### src/design/convex_hull_perimeter_top_assert.svh
// Assertion macros for the convex hull perimeter block.
`ifndef CONVEX_HULL_PERIMETER_TOP_ASSERT_SVH
`define CONVEX_HULL_PERIMETER_TOP_ASSERT_SVH

// Same-cycle implication, checked out of reset.
`define CHP_ASSERT_NOW(lbl, ante, cons, msg) \
    lbl: assert property (@(posedge aclk) disable iff (!aresetn) (ante) |-> (cons)) \
        else $error(msg);

// Next-cycle implication, checked out of reset.
`define CHP_ASSERT_NEXT(lbl, ante, cons, msg) \
    lbl: assert property (@(posedge aclk) disable iff (!aresetn) (ante) |=> (cons)) \
        else $error(msg);

`endif

### src/design/chp_ram.sv
// Generic single-write, single-read RAM with registered read data.
module chp_ram #(
    parameter int WIDTH = 8,
    parameter int DEPTH = 16
) (
    input  logic                     aclk,
    input  logic                     we,
    input  logic [$clog2(DEPTH)-1:0] waddr,
    input  logic [WIDTH-1:0]         wdata,
    input  logic [$clog2(DEPTH)-1:0] raddr,
    output logic [WIDTH-1:0]         rdata
);
    logic [WIDTH-1:0] mem [DEPTH];

    always_ff @(posedge aclk) begin
        if (we) begin
            mem[waddr] <= wdata;
        end
        rdata <= mem[raddr];
    end
endmodule

### config.mk
export PLATFORM = sky130hd
export DESIGN_NAME = chp_ram
export DESIGN_NICKNAME = d
export VERILOG_FILES = /design/src/design/convex_hull_perimeter_top_assert.svh /design/src/design/chp_ram.sv
export SDC_FILE = /design/constraint.sdc
export NUM_CORES = 1
export LEC_CHECK = 0
export ABC_AREA = 1
export BUFFER_PORTS_ARGS = -buffer_cell sky130_fd_sc_hd__buf_2
export CORE_ASPECT_RATIO = 1.25
export CORE_MARGIN = 4
export CORE_UTILIZATION = 55
export DETAILED_ROUTE_END_ITERATION = 10
export PLACE_DENSITY = 0.87
export SLEW_MARGIN = 15
export SYNTH_ARGS = -nofsm -noshare
export SYNTH_HDL_FRONTEND = slang
export SYNTH_SLANG_ARGS = --single-unit
### constraint.sdc
create_clock -name aclk -period 1 [get_ports aclk]
set_input_delay 0.05 -clock aclk [delete_from_list [all_inputs] [get_ports aclk]]
set_output_delay 0.05 -clock aclk [all_outputs]
set_load 0.005 [all_outputs]
Yosys cells after proc, flatten, opt, wreduce, memory -nomap -nowiden
Memory sizes are Yosys's and may differ from the RTL's. A register that Yosys moved wholly into a read port is not among the register bits.
Cells that the tools add are included.
- memories kept: 1
- word-level logic and storage cells: 3
- input bits: 18
- output and inout port bits: 8
- RAM bits: 128
- register bits after elaboration: 0
- memories (name ; words ; bits a word ; read ports ; clocked after Yosys merged registers in ; wr ports ; RTL line ; text):
    mem ; 16 ; 8 ; 1 ; 1 ; 1 ; chp_ram.sv:13 ; logic [WIDTH-1:0] mem [DEPTH];
- muxes and demuxes: 2
- operator list (operator ; number):
    two-way mux 1 bit ; 2

Depth between registers and ports, before layout
- depth in word-level cells: 2
- mapped depth: 8
- depth with buffers taken out: 7

Worst setup path after synthesis
OpenSTA, ideal clock, no wires.
- kind: input -> register
- start point: input waddr[3]
- end point: memory mem[4][0] (enable)
- required time: 630 ps
- path buffers: 0
- library setup time: 370 ps
- setup slack: -1 ps
- data arrival time: 631 ps
- cell stages on the path: 2
- path through: nand3b_1 > nor2_1
- RTL lines (element ; RTL line ; text):
    from (decl) ; chp_ram.sv:8 ; input logic [$clog2(DEPTH)-1:0] waddr,
    to (decl) ; chp_ram.sv:13 ;
No word-level cell before the write port.

==> impl_summary.md <==
Clock network
The clock input transition at the sequential cells of the worst setup and hold paths is 0.06 ns. Buffers inserted during clock tree synthesis total 17. The clock tree from TritonCTS is built. The number of levels in the clock H-tree is 4. The clock tree buffer depth is 2.

The number of buffers inserted by hold repair at cts is 0. The root buffer cell chosen for the clock tree is sky130_fd_sc_hd__clkbuf_16. The clock latency reported for the late side of the worst-skew pair is ~0.42 ns. Clock tree synthesis found a total of 136 sinks. In this run the post-CTS setup repair buffer count came out at 0.

Synthesis
The Yosys step of the flow raised 0 warnings. The synthesis-stage register bit count is 136. The dominant cell type by area after synthesis is sky130_fd_sc_hd__edfxtp_1. The number of distinct library cells after synthesis is 12. The number of nets in the synthesized netlist is 569. The fraction of synthesized cell area taken by the top area cell type is 66.65%. Synthesis produced a netlist whose cell count is 551. The synthesized design contains roughly 130 enable-type register cells. The register area share after synthesis is just under 70%.

In the post-synthesis netlist, the biggest area contributors are sky130_fd_sc_hd__edfxtp_1 67%, sky130_fd_sc_hd__nand2_1 11%, sky130_fd_sc_hd__nand3_1 8.4%. The dominant cell by count in the synthesized netlist is sky130_fd_sc_hd__nand2_1. The cell area after technology mapping is slightly below 6000 um2.

The share of synthesized flip-flops with an asynchronous set or reset is 0%. The dominant synthesized flop cell is sky130_fd_sc_hd__edfxtp_1. After synthesis, the most frequently instantiated cells are 173 x sky130_fd_sc_hd__nand2_1, 128 x sky130_fd_sc_hd__edfxtp_1, 100 x sky130_fd_sc_hd__inv_1, 97 x sky130_fd_sc_hd__nand3_1, 17 x sky130_fd_sc_hd__nor2_1.

The synthesized area per cell is 10.47 um2.

Final layout
Of the cells placed in the final design, the portion with a size suffix greater than 1 is 18.40%. After filler insertion, the fill cell instance count of the layout stands at ~670. The total inserted antenna cells is 0. Leaving out filler cells and counting taps, the final layout contains approximately 740. The area growth from synthesis to layout is 19.74%. The layout net count is 619. After routing the design area is 6905 um2. For this run, the share of the core covered by cells in the final layout is around two thirds.

Detailed routing
The antenna violation net count after detailed routing is 0. The final layout contains routed wiring with a total length of between 10000 and 15000 um. After detailed routing, the number of vias per cell comes to ~5.5. The number of violations reported at the end of detailed-routing iteration 0 is 582. The wire length per cell is 18.63 um. The count of TritonRoute iterations in the first routing pass is 5.

The total via count after detailed routing is roughly 4100. The number of design rule violations left after detail routing is 0.

Global route
The number of antenna violations at the first check in global routing came to 0. The global route total overflow is 0. The global-route wire length before repair is roughly 21000 um. In the global route stage, overall resource usage came out at between 20% and 30%. The via count of the first global-routing pass was slightly above 4000. The maximum number of pins on one net before global-route repair is 65.

Timing
Dividing the final minimum period by the clock period gives 102.6%. The number of pins with negative max-slew slack in the final report is 0. The number of setup violations in the final report is 4. The worst slew margin relative to its limit is approximately 73%. Setup slack on the critical path of the routed design comes to -0.02554 ns. At the pin with the least slew margin, the transition time is 0.4038 ns. Setup repair after global routing could not meet its margin everywhere. Based on the critical path, the design can be clocked at up to just under 1000 MHz. The clock period minus worst slack is about 1.0 ns. The final hold violation count came to 0. Clock skew on the completed layout was measured at ~0.0087 ns.

Die
In this run the vertical extent of the chip is roughly 120 um. The number of rows in the core area is 41. The I/O pin total is 26. Once the floorplan was initialized, standard cells occupied between 50% and 60% of the core. The die is ~100 um wide. The total die area is 12200 um2. In this run the standard cell core region covers roughly 10000 um2.

Worst setup path
For the worst setup path, the data arrival time is between 1 and 1.5 ns. For the worst setup path, the data required time is roughly 1.3 ns. The largest fanout on the critical path is 1. The worst setup path is launched from a register. The startpoint of the worst-slack reg-to-reg timing path is mem[3][4]. The worst setup path is captured at a register.

The endpoint of the lowest-slack register-to-register path is rdata[4]. The category of the most critical setup path is register to register. The slack of the worst reg-to-reg path is -0.03 ns. Measured in cells, the most critical reg-to-reg path has a length of 6.

Pwr
The fraction of power consumed by the clock network is between 40% and 50%. Dividing total power by cell area gives a power density of a little under 2000 nW/um2. The internal power of the cells totals between 10000 and 15000 uW.

The net switching power of the design is around 2800 uW. Net switching is a little over a fifth of the power. The part of the power in combinational logic is under 10%.

The portion of total power attributed to sequential cells is between 40 and 50%. The standby leakage power is 0.003020 uW. IR analysis of the VDD net gives a maximum drop of ~0.0019 V.

Placement
The instance count after placement with tap cells included is a little over 700. In this run the cell area measured after placement is roughly 6200 um2. The routability congestion estimate from global placement is between 0.8 and 0.9. The count of input and output buffers is 25. The estimated wirelength of the detail-placed design is 8222 um.

Min path
In this run the worst hold path is classified as primary input to register. The startpoint of the lowest-slack hold path is wdata[1]. The number of stages on the worst hold path is 1. The endpoint of the worst hold path is mem[10][1].

Run status
The final reports fail on negative setup slack. The flow ran to the end, but the final reports show violations.

Job
Across the run, the number of max-cap violations was 0.
## worst max-delay path by stage
stage,startpoint,end,slack (ns),depth (start not counted)
3_3_place_gp,raddr[0],rdata[5],-0.06,7
2_1_floorplan,waddr[3],mem[4][0],-0.0008,2
6_report,mem[3][4],rdata[4],-0.03,6
4_1_cts,mem[6][6],rdata[6],0.005,6
3_5_place_dp,raddr[0],rdata[3],-0.10,7
5_1_grt,mem[5][5],rdata[5],-0.09,6
## layer usage
metal	up-vias	wire [um]	part of all wire [%]	GRT usage (%)
li1	1870	-	-	-
met1	1906	4805	35	26.12
met2	276	7248	52	40.13
met3	55	1269	9.2	5.287
met4	0	522	3.8	13.66
met5	-	0	0	0
## metrics by stage
stage               power (uW)  hold WS (ns)  worst slack [ns]   TNS, ns
floorplan                 6975        0.1489        -0.0008445  -0.05405
global placement          7288        0.4284          -0.06008   -0.7177
detailed placement        7334        0.4270           -0.1012    -2.830
CTS                      13360       0.02880          0.004544         0
global route             13820       0.03898          -0.08540   -0.3339
finish                   13430       0.03278          -0.02554  -0.07168
## layout make-up
cell class / instances / area (um2) / share of cell area [%]
flip-flops and latches: 136 / 4004 / 57.98
clock buffers: 24 / 491.7 / 7.121
clock inverters: 8 / 96.34 / 1.395
inverters: 102 / 382.9 / 5.544
well taps: 129 / 161.4 / 2.337
multi-input cells: 289 / 1331 / 19.28
repair buffers: 55 / 437.9 / 6.342
## worst max-delay path, cell delays in order (launching register included)
cell                       delay [ns]
sky130_fd_sc_hd__edfxtp_1        0.41
sky130_fd_sc_hd__nand2_1         0.09
sky130_fd_sc_hd__nand2_1         0.07
sky130_fd_sc_hd__nand2_1         0.07
sky130_fd_sc_hd__nand3_1         0.10
sky130_fd_sc_hd__nand3_2         0.11
sky130_fd_sc_hd__nand2_1         0.07
## logic make-up after synthesis
kind of cell | Yosys count | share of synthesized area (%)
buffers and inverters | 126 | 9.525
DFF | 136 | 69.43
and+or+nand+nor | 289 | 21.05
## timing repair
| item | in CTS | in global routing |
|---|---|---|
| pin swaps | 0 | 13 |
| endpoints found under the setup margin | 3 | 8 |
| resized for setup | 4 | 25 |
## state kept, by name, indices dropped and copies added (netlist names)
name / cells
rdata: 8
mem: 128
## cell usage in the layout, fill, tap and decap left out, drive strengths merged
master	count
dfxtp	8
nand3	97
clkinvlp	3
edfxtp	128
nor2	17
clkinv	3
clkbuf	24
nand2	173
nand3b	2
buf	55
inv	102
bufinv	2
## power groups by stage
| stage | clock [uW] | sequential, uW | combinational [uW] |
|---|---|---|---|
| finish | 6130 | 6420 | 886 |
| global route | 6440 | 6420 | 961 |
| CTS | 6120 | 6410 | 825 |
| detailed placement | 0 | 6530 | 805 |
| global placement | 0 | 6520 | 764 |
| floorplan | 0 | 6530 | 450 |
Note: power is estimated with default switching activity, not from simulation.
