[src/design/convex_hull_perimeter_top_assert.svh]
// Assertion macros for the convex hull perimeter block.
`ifndef CONVEX_HULL_PERIMETER_TOP_ASSERT_SVH
`define CONVEX_HULL_PERIMETER_TOP_ASSERT_SVH

// Same-cycle implication, checked out of reset.
`define CHP_ASSERT_NOW(lbl, ante, cons, msg) \
    lbl: assert property (@(posedge aclk) disable iff (!aresetn) (ante) |-> (cons)) \
        else $error(msg);

// Next-cycle implication, checked out of reset.
`define CHP_ASSERT_NEXT(lbl, ante, cons, msg) \
    lbl: assert property (@(posedge aclk) disable iff (!aresetn) (ante) |=> (cons)) \
        else $error(msg);

`endif

[src/design/chp_pkg.sv]
// Shared constants and types of the convex hull perimeter block.
package chp_pkg;
    localparam int MAX_POINTS = 1024;
    localparam int FRAC_BITS  = 8;
    localparam int ADDR_W     = $clog2(MAX_POINTS);
    localparam int CNT_W      = ADDR_W + 1;
    localparam int COORD_W    = 19;
    localparam int DIFF_W     = COORD_W + 1;
    localparam int PROD_W     = 2 * DIFF_W;
    localparam int SQ_W       = PROD_W;
    localparam int ROOT_W     = SQ_W / 2;
    localparam int SQRT_CNT_W = $clog2(ROOT_W);
    localparam int SUM_W      = 22;
    localparam int PERIM_W    = 21;
    localparam int VERT_W     = 11;
    localparam int WORD_W     = 2 * COORD_W + 1;
    localparam logic [SUM_W-1:0] SUM_MAX = {SUM_W{1'b1}};
    localparam logic [SUM_W-1:0] PERIM_MAX = SUM_W'({PERIM_W{1'b1}});

    typedef struct packed {
        logic            start;
        logic [SQ_W-1:0] radicand;
    } chp_sqrt_req_t;

    typedef struct packed {
        logic              done;
        logic [ROOT_W-1:0] root;
    } chp_sqrt_rsp_t;
endpackage

[src/design/chp_isqrt.sv]
// Floor integer square root, two radicand bits per cycle.
module chp_isqrt
    import chp_pkg::*;
(
    input  logic          aclk,
    input  logic          aresetn,
    input  chp_sqrt_req_t req,
    output chp_sqrt_rsp_t rsp
);
    logic                  busy_reg, busy_next;
    logic                  done_reg, done_next;
    logic [SQRT_CNT_W-1:0] cnt_reg, cnt_next;
    logic [SQ_W-1:0]       n_reg, n_next;
    logic [ROOT_W:0]       rem_reg, rem_next;
    logic [ROOT_W-1:0]     root_reg, root_next;
    logic [ROOT_W+2:0]     rem_sh;
    logic [ROOT_W+2:0]     trial;

    assign rem_sh = {rem_reg, n_reg[SQ_W-1 -: 2]};
    assign trial  = {1'b0, root_reg, 2'b01};

    always_comb begin
        busy_next = busy_reg;
        done_next = 1'b0;
        cnt_next  = cnt_reg;
        n_next    = n_reg;
        rem_next  = rem_reg;
        root_next = root_reg;
        if (req.start) begin
            busy_next = 1'b1;
            cnt_next  = '0;
            n_next    = req.radicand;
            rem_next  = '0;
            root_next = '0;
        end else if (busy_reg) begin
            n_next = {n_reg[SQ_W-3:0], 2'b00};
            if (rem_sh >= trial) begin
                rem_next  = (ROOT_W+1)'(rem_sh - trial);
                root_next = {root_reg[ROOT_W-2:0], 1'b1};
            end else begin
                rem_next  = rem_sh[ROOT_W:0];
                root_next = {root_reg[ROOT_W-2:0], 1'b0};
            end
            cnt_next = cnt_reg + 1'b1;
            if (cnt_reg == SQRT_CNT_W'(ROOT_W - 1)) begin
                busy_next = 1'b0;
                done_next = 1'b1;
            end
        end
    end

    always_ff @(posedge aclk) begin
        if (!aresetn) begin
            busy_reg <= 1'b0;
            done_reg <= 1'b0;
            cnt_reg  <= '0;
        end else begin
            busy_reg <= busy_next;
            done_reg <= done_next;
            cnt_reg  <= cnt_next;
        end
        n_reg    <= n_next;
        rem_reg  <= rem_next;
        root_reg <= root_next;
    end

    assign rsp.done = done_reg;
    assign rsp.root = root_reg;
endmodule

[config.mk]
export PLATFORM = sky130hd
export DESIGN_NAME = chp_isqrt
export DESIGN_NICKNAME = d
export VERILOG_FILES = /design/src/design/convex_hull_perimeter_top_assert.svh /design/src/design/chp_pkg.sv /design/src/design/chp_isqrt.sv
export SDC_FILE = /design/constraint.sdc
export NUM_CORES = 1
export LEC_CHECK = 0
export ABC_AREA = 1
export BUFFER_PORTS_ARGS = -buffer_cell sky130_fd_sc_hd__buf_2
export CORE_AREA = 2 2 97 99
export CTS_CLUSTER_DIAMETER = 100
export DETAILED_ROUTE_END_ITERATION = 7
export DIE_AREA = 0 0 99 101
export PLACE_DENSITY_LB_ADDON = 0.3
export SETUP_SLACK_MARGIN = 0.05
export SLEW_MARGIN = 0
export SYNTH_ARGS = -nofsm -noshare
export SYNTH_HDL_FRONTEND = slang
export SYNTH_SLANG_ARGS = --single-unit
[constraint.sdc]
create_clock -name aclk -period 2.6 [get_ports aclk]
set_input_delay 0 -clock aclk [delete_from_list [all_inputs] [get_ports aclk]]
set_output_delay 0 -clock aclk [all_outputs]
set_load 0.02 [all_outputs]
**Word-level counts from Yosys, hierarchy flattened**

Cells that the tools add are included.

- Bits in registers: 88
- Bits in latches: 0
- RAM bits: 0
- Bits in read-only memories: 0
- Input bits: 43
- Memories: 0

- $add $sub $neg: 2
- $mul: 0
- Div/mod/pow operators: 0
- Magnitude comparators: 1
- Equal/unequal tests: 1
- Shift-type cells: 0
- Multiplexer cells: 8
- Bitwise gates (word level): 2
- Reduce and logical (&&, ||, !) cells: 3

Operator list:

| cell | count |
|---|---|
| two-way mux 40 bit | 2 |
| greater-or-equal comparator 23 x 22 -> 1 bit | 1 |
| two-way mux 21 bit | 1 |
| subtractor 21 bit | 1 |
| adder 5 x 1 -> 5 bit (second input constant) | 1 |
| == test 5 bit (second input constant) | 1 |
| two-way mux 1 bit | 5 |
| OR reduction 3 bit | 1 |
| inverter 1 bit | 2 |
| nonzero test 2 bit | 1 |
| OR reduction 2 bit | 1 |

**Logic depth before layout (Yosys ltp)**

- Word-level depth: 4
- Mapped depth: 15

**Worst setup path after synthesis**

OpenSTA, ideal clock, no wires.

- Path type: register to register
- Start: register busy_reg
- End: register n_reg[0] (enable)
- Arrival time: 1969 ps
- Setup slack: 211 ps
- Cell stages (with the launch flop): 5
- Path buffers: 2
- Clock period less this slack: 2389 ps
- Path through: dfxtp_1 -> buf_2 -> inv_1 -> nand2_1 -> clkbuf_1

- Cells in the longest elaborated chain, start to end: 1

Ends and longest elaborated chain:

| element | RTL line | text |
|---|---|---|
| start: declaration | chp_isqrt.sv:10 | `logic busy_reg, busy_next;` |
| start signal: assignment | chp_isqrt.sv:58 | `busy_reg <= busy_next;` |
| nonzero test 2 bit (no source line) | - |  |
| end signal: assignment | chp_isqrt.sv:62 | `n_reg <= n_next;` |
| end: declaration | chp_isqrt.sv:13 | `logic [SQ_W-1:0] n_reg, n_next;` |

Every way passes these cells.
A chain may end at the register's enable or synchronous reset.

**Worst setup path after layout**

- Start: register root_reg[0]
- End: register rem_reg[16]

- Cells in the longest elaborated chain, start to end: 2
- Elaborated cells on any way between the ends: 3
- Those cells by class: 1 x add/sub; 1 x order compare; 1 x mux

Ends and longest elaborated chain:

| element | RTL line | text |
|---|---|---|
| start: declaration | chp_isqrt.sv:15 | `logic [ROOT_W-1:0] root_reg, root_next;` |
| start signal: assignment | chp_isqrt.sv:64 | `root_reg <= root_next;` |
| subtractor 21 bit or greater-or-equal comparator 23 x 22 -> 1 bit (tied branches) | chp_isqrt.sv:38, chp_isqrt.sv:37 |  |
| two-way mux 21 bit * | chp_isqrt.sv:37 | `if (rem_sh >= trial) begin` |
| end signal: assignment | chp_isqrt.sv:63 | `rem_reg <= rem_next;` |
| end: declaration | chp_isqrt.sv:14 | `logic [ROOT_W:0] rem_reg, rem_next;` |

Every way passes the cells marked *; elsewhere a longest branch is shown, timed or not.

==> results_dict.tcl <==
set metrics [dict create \
    via_per_inst 5.24 \
    postCtsSetupRepairBufs 0 \
    synth_edf_count 40 \
    grt_pass1_vias 4514 \
    die_x_um 99 \
    clock_latency_ns 0.36 \
    rows 35 \
    maxCapViolCount 0 \
    slew_headroom_pct 45.8 \
    synth.top_cell.area_share_pct 23.8 \
    synth_nets 746 \
    synthTopCellsByArea "edfxtp_1, nand2_1, dfxtp_1, ha_1, inv_1" \
    cts_max_path_buffers 2 \
    gp_congestion 1.00 \
    yosysMostFrequentCell "nand2_1" \
    crit_slowest_cell "ha_1" \
    synthArstFlopShare_pct 0 \
    die_area_mm2 0.0100 \
    ys_types 40 \
    hpwl_mm 8.39 \
    drtPass1Iterations 4 \
    period_minus_slack_ns 2.24 \
    rsz0062_at_grt "no" \
    end_kind "register" \
    grt_use_total_pct 25.9 \
    synth-warning-count 0 \
    synth-seq-cells 88 \
    yosys-top-cells-count "nand2_1, inv_1, nor2_1" \
    hold_class "in2reg" \
    status "finished, final reports clean" \
    synthesis.area_mm2 0.00505 \
    crit_family "simple AND/OR/NAND/NOR gates" \
    cp.arrival_ns 2.48 \
    grt_pass1_wl_mm 20.8 \
    antenna_found_initial 0 \
    hold_viol 0 \
    grt_overflow 0 \
    cts_buffers 9 \
    cts.sinks 88 \
    drv_slew 0 \
    finalNonFillerCells 891 \
    synth_area_leader_cell "edfxtp_1" \
    path_cells "inv_1 > ha_1 > a21oi_1 > nand2_2 > nand2_1 > nand2_2 > nand2_1 > nand2_2 > nand2_4 > nand2_8 > nand2_4 > nor2_1 > nor2_1 > nor2_1" \
    startpoint_type "register" \
    grt_start_max_net_pins 54 \
    cts_tree "done" \
    leakagePower_nw 3.04 \
    post_cts_resized 0 \
    wl_mm 12.3 \
    syn_inst 680 \
    hold_buffers 41 \
    vdd_drop_max_v 0.000373 \
    synth-main-ff-cell "dfxtp_1" \
    setup_viol 0 \
    crit_required_ns 2.84 \
    dp.cells 834 \
    critPathKind "reg2reg" \
    fin_crit_sh_pct 86.0 \
    chipHeight_um 101 \
    ys_seq_area_share_pct 42.8 \
    largest_register_ffs 40 \
    area_growth_pct 20.0 \
    io_buffers 63 \
    powerDensity_mw_per_mm2 874 \
    diodes 0 \
    clk_pin_slew_worst_paths_ns 0.09 \
    floorplan.initialDensity_pct 56.2 \
    critPathMaxStageDelay_ns 0.37 \
    postRouteAntennaNets 0 \
    drtIter0Drc 345 \
    cp_max_fo 22 \
    vias 4673 \
    h-tree-depth 3 \
    fmax_mhz 447 \
    drive_above_1_share_pct 14.2 \
    fin_skew_ns 0.00696 \
    cts-root-buf "clkbuf_8" \
    synth_area_per_cell_um2 7.42 \
    avgRoutedWirePerCell_um 13.9 \
    tns_ns 0 \
    layout.nets 841 \
    core_area_mm2 0.00898 \
    drcViolationCount 0 \
    ios 64 \
    final_util_pct 67.5 \
    crit_buf_inv 1 \
    worst_slew_pin_slew_ns 0.812 \
]
## path summary, 6_finish.rpt
| check | startpoint | endpoint | slack, ns | depth (start not counted) |
|---|---|---|---|---|
| worst max-delay path | root_reg[0] | rem_reg[16] | 0.36 | 14 |
| worst min-delay path | req[40] | rem_reg[3] | 0.07 | 4 |
| worst max register to register | root_reg[0] | rem_reg[16] | 0.36 | 14 |
| worst min register to register | rem_reg[3] | rem_reg[3] | 0.51 | 2 |
## stage by stage
step	cell area, µm²	hold WS, ns	setup slack (ns)	total power [mW]
6_report	6060	0.0703	0.364	5.29
5_1_grt	6060	0.0976	0.114	5.70
4_1_cts	6060	0.0633	0.364	5.28
3_5_place_dp	5410	0.260	0.389	4.10
3_3_place_gp	5410	0.259	0.431	4.07
2_1_floorplan	5050	0.141	0.211	3.73
## cells by family after synthesis
kind of cell / Yosys count / synth area share, %
AO/OA/AOI/OAI: 60 / 7.19
XOR/XNOR: 10 / 1.74
adder cells (fa/ha/maj): 23 / 5.70
flip-flops: 88 / 42.8
AND/OR/NAND/NOR: 397 / 34.0
buffers and inverters: 102 / 8.55
## layer usage
layer  up-vias  part of all wire [%]  GRT usage, %
li1       2381                     -             -
met1      2119                    44          32.6
met2       149                    48          45.3
met3        24                   5.9          5.20
met4         0                   2.1          7.80
met5         -                     0             0
## where the power goes
part | internal (mW) | leakage, nW | switching, mW
logic | 0.841 | 2.12 | 1.65
clock network | 0.583 | 0.119 | 0.529
registers | 1.60 | 0.801 | 0.0911
total | 3.02 | 3.04 | 2.27
## layout by cell type (no fill, tap or decap), drive strengths merged
cell	Yosys	routed
nand2	278	278
inv	77	80
buf	10	68
nor2	55	55
dfxtp	48	48
dlygate4sd3	0	41
edfxtp	40	40
nand3	29	29
ha	23	23
a21oi	23	23
o22ai	19	19
nand4	16	16
clkbuf	15	10
nor3	8	8
xnor2	6	6
o211ai	6	6
nand3b	6	6
o21bai	5	5
o21ai	5	5
xor2	4	4
nor4	3	3
bufinv	0	2
a31oi	1	1
nor3b	1	1
o21a	1	1
and2	1	1
clkinv	0	1
## cell type report
class	count	area, µm²
Clock inverter	6	97.6
Fill cell	730	2920
Sequential cell	88	2160
Multi-Input combinational cell	490	2450
Timing Repair Buffer	109	776
Tap cell	111	139
Inverter	77	289
Clock buffer	10	138
## worst reg2reg max path, stage by stage (launching register included)
cell	delay [ns]
dfxtp_1	0.35
inv_1	0.07
ha_1	0.37
a21oi_1	0.19
nand2_2	0.12
nand2_1	0.09
nand2_2	0.07
nand2_1	0.08
nand2_2	0.08
nand2_4	0.17
nand2_8	0.15
nand2_4	0.14
nor2_1	0.06
nor2_1	0.10
nor2_1	0.05
No activity file was read; power rests on OpenSTA's default activity.
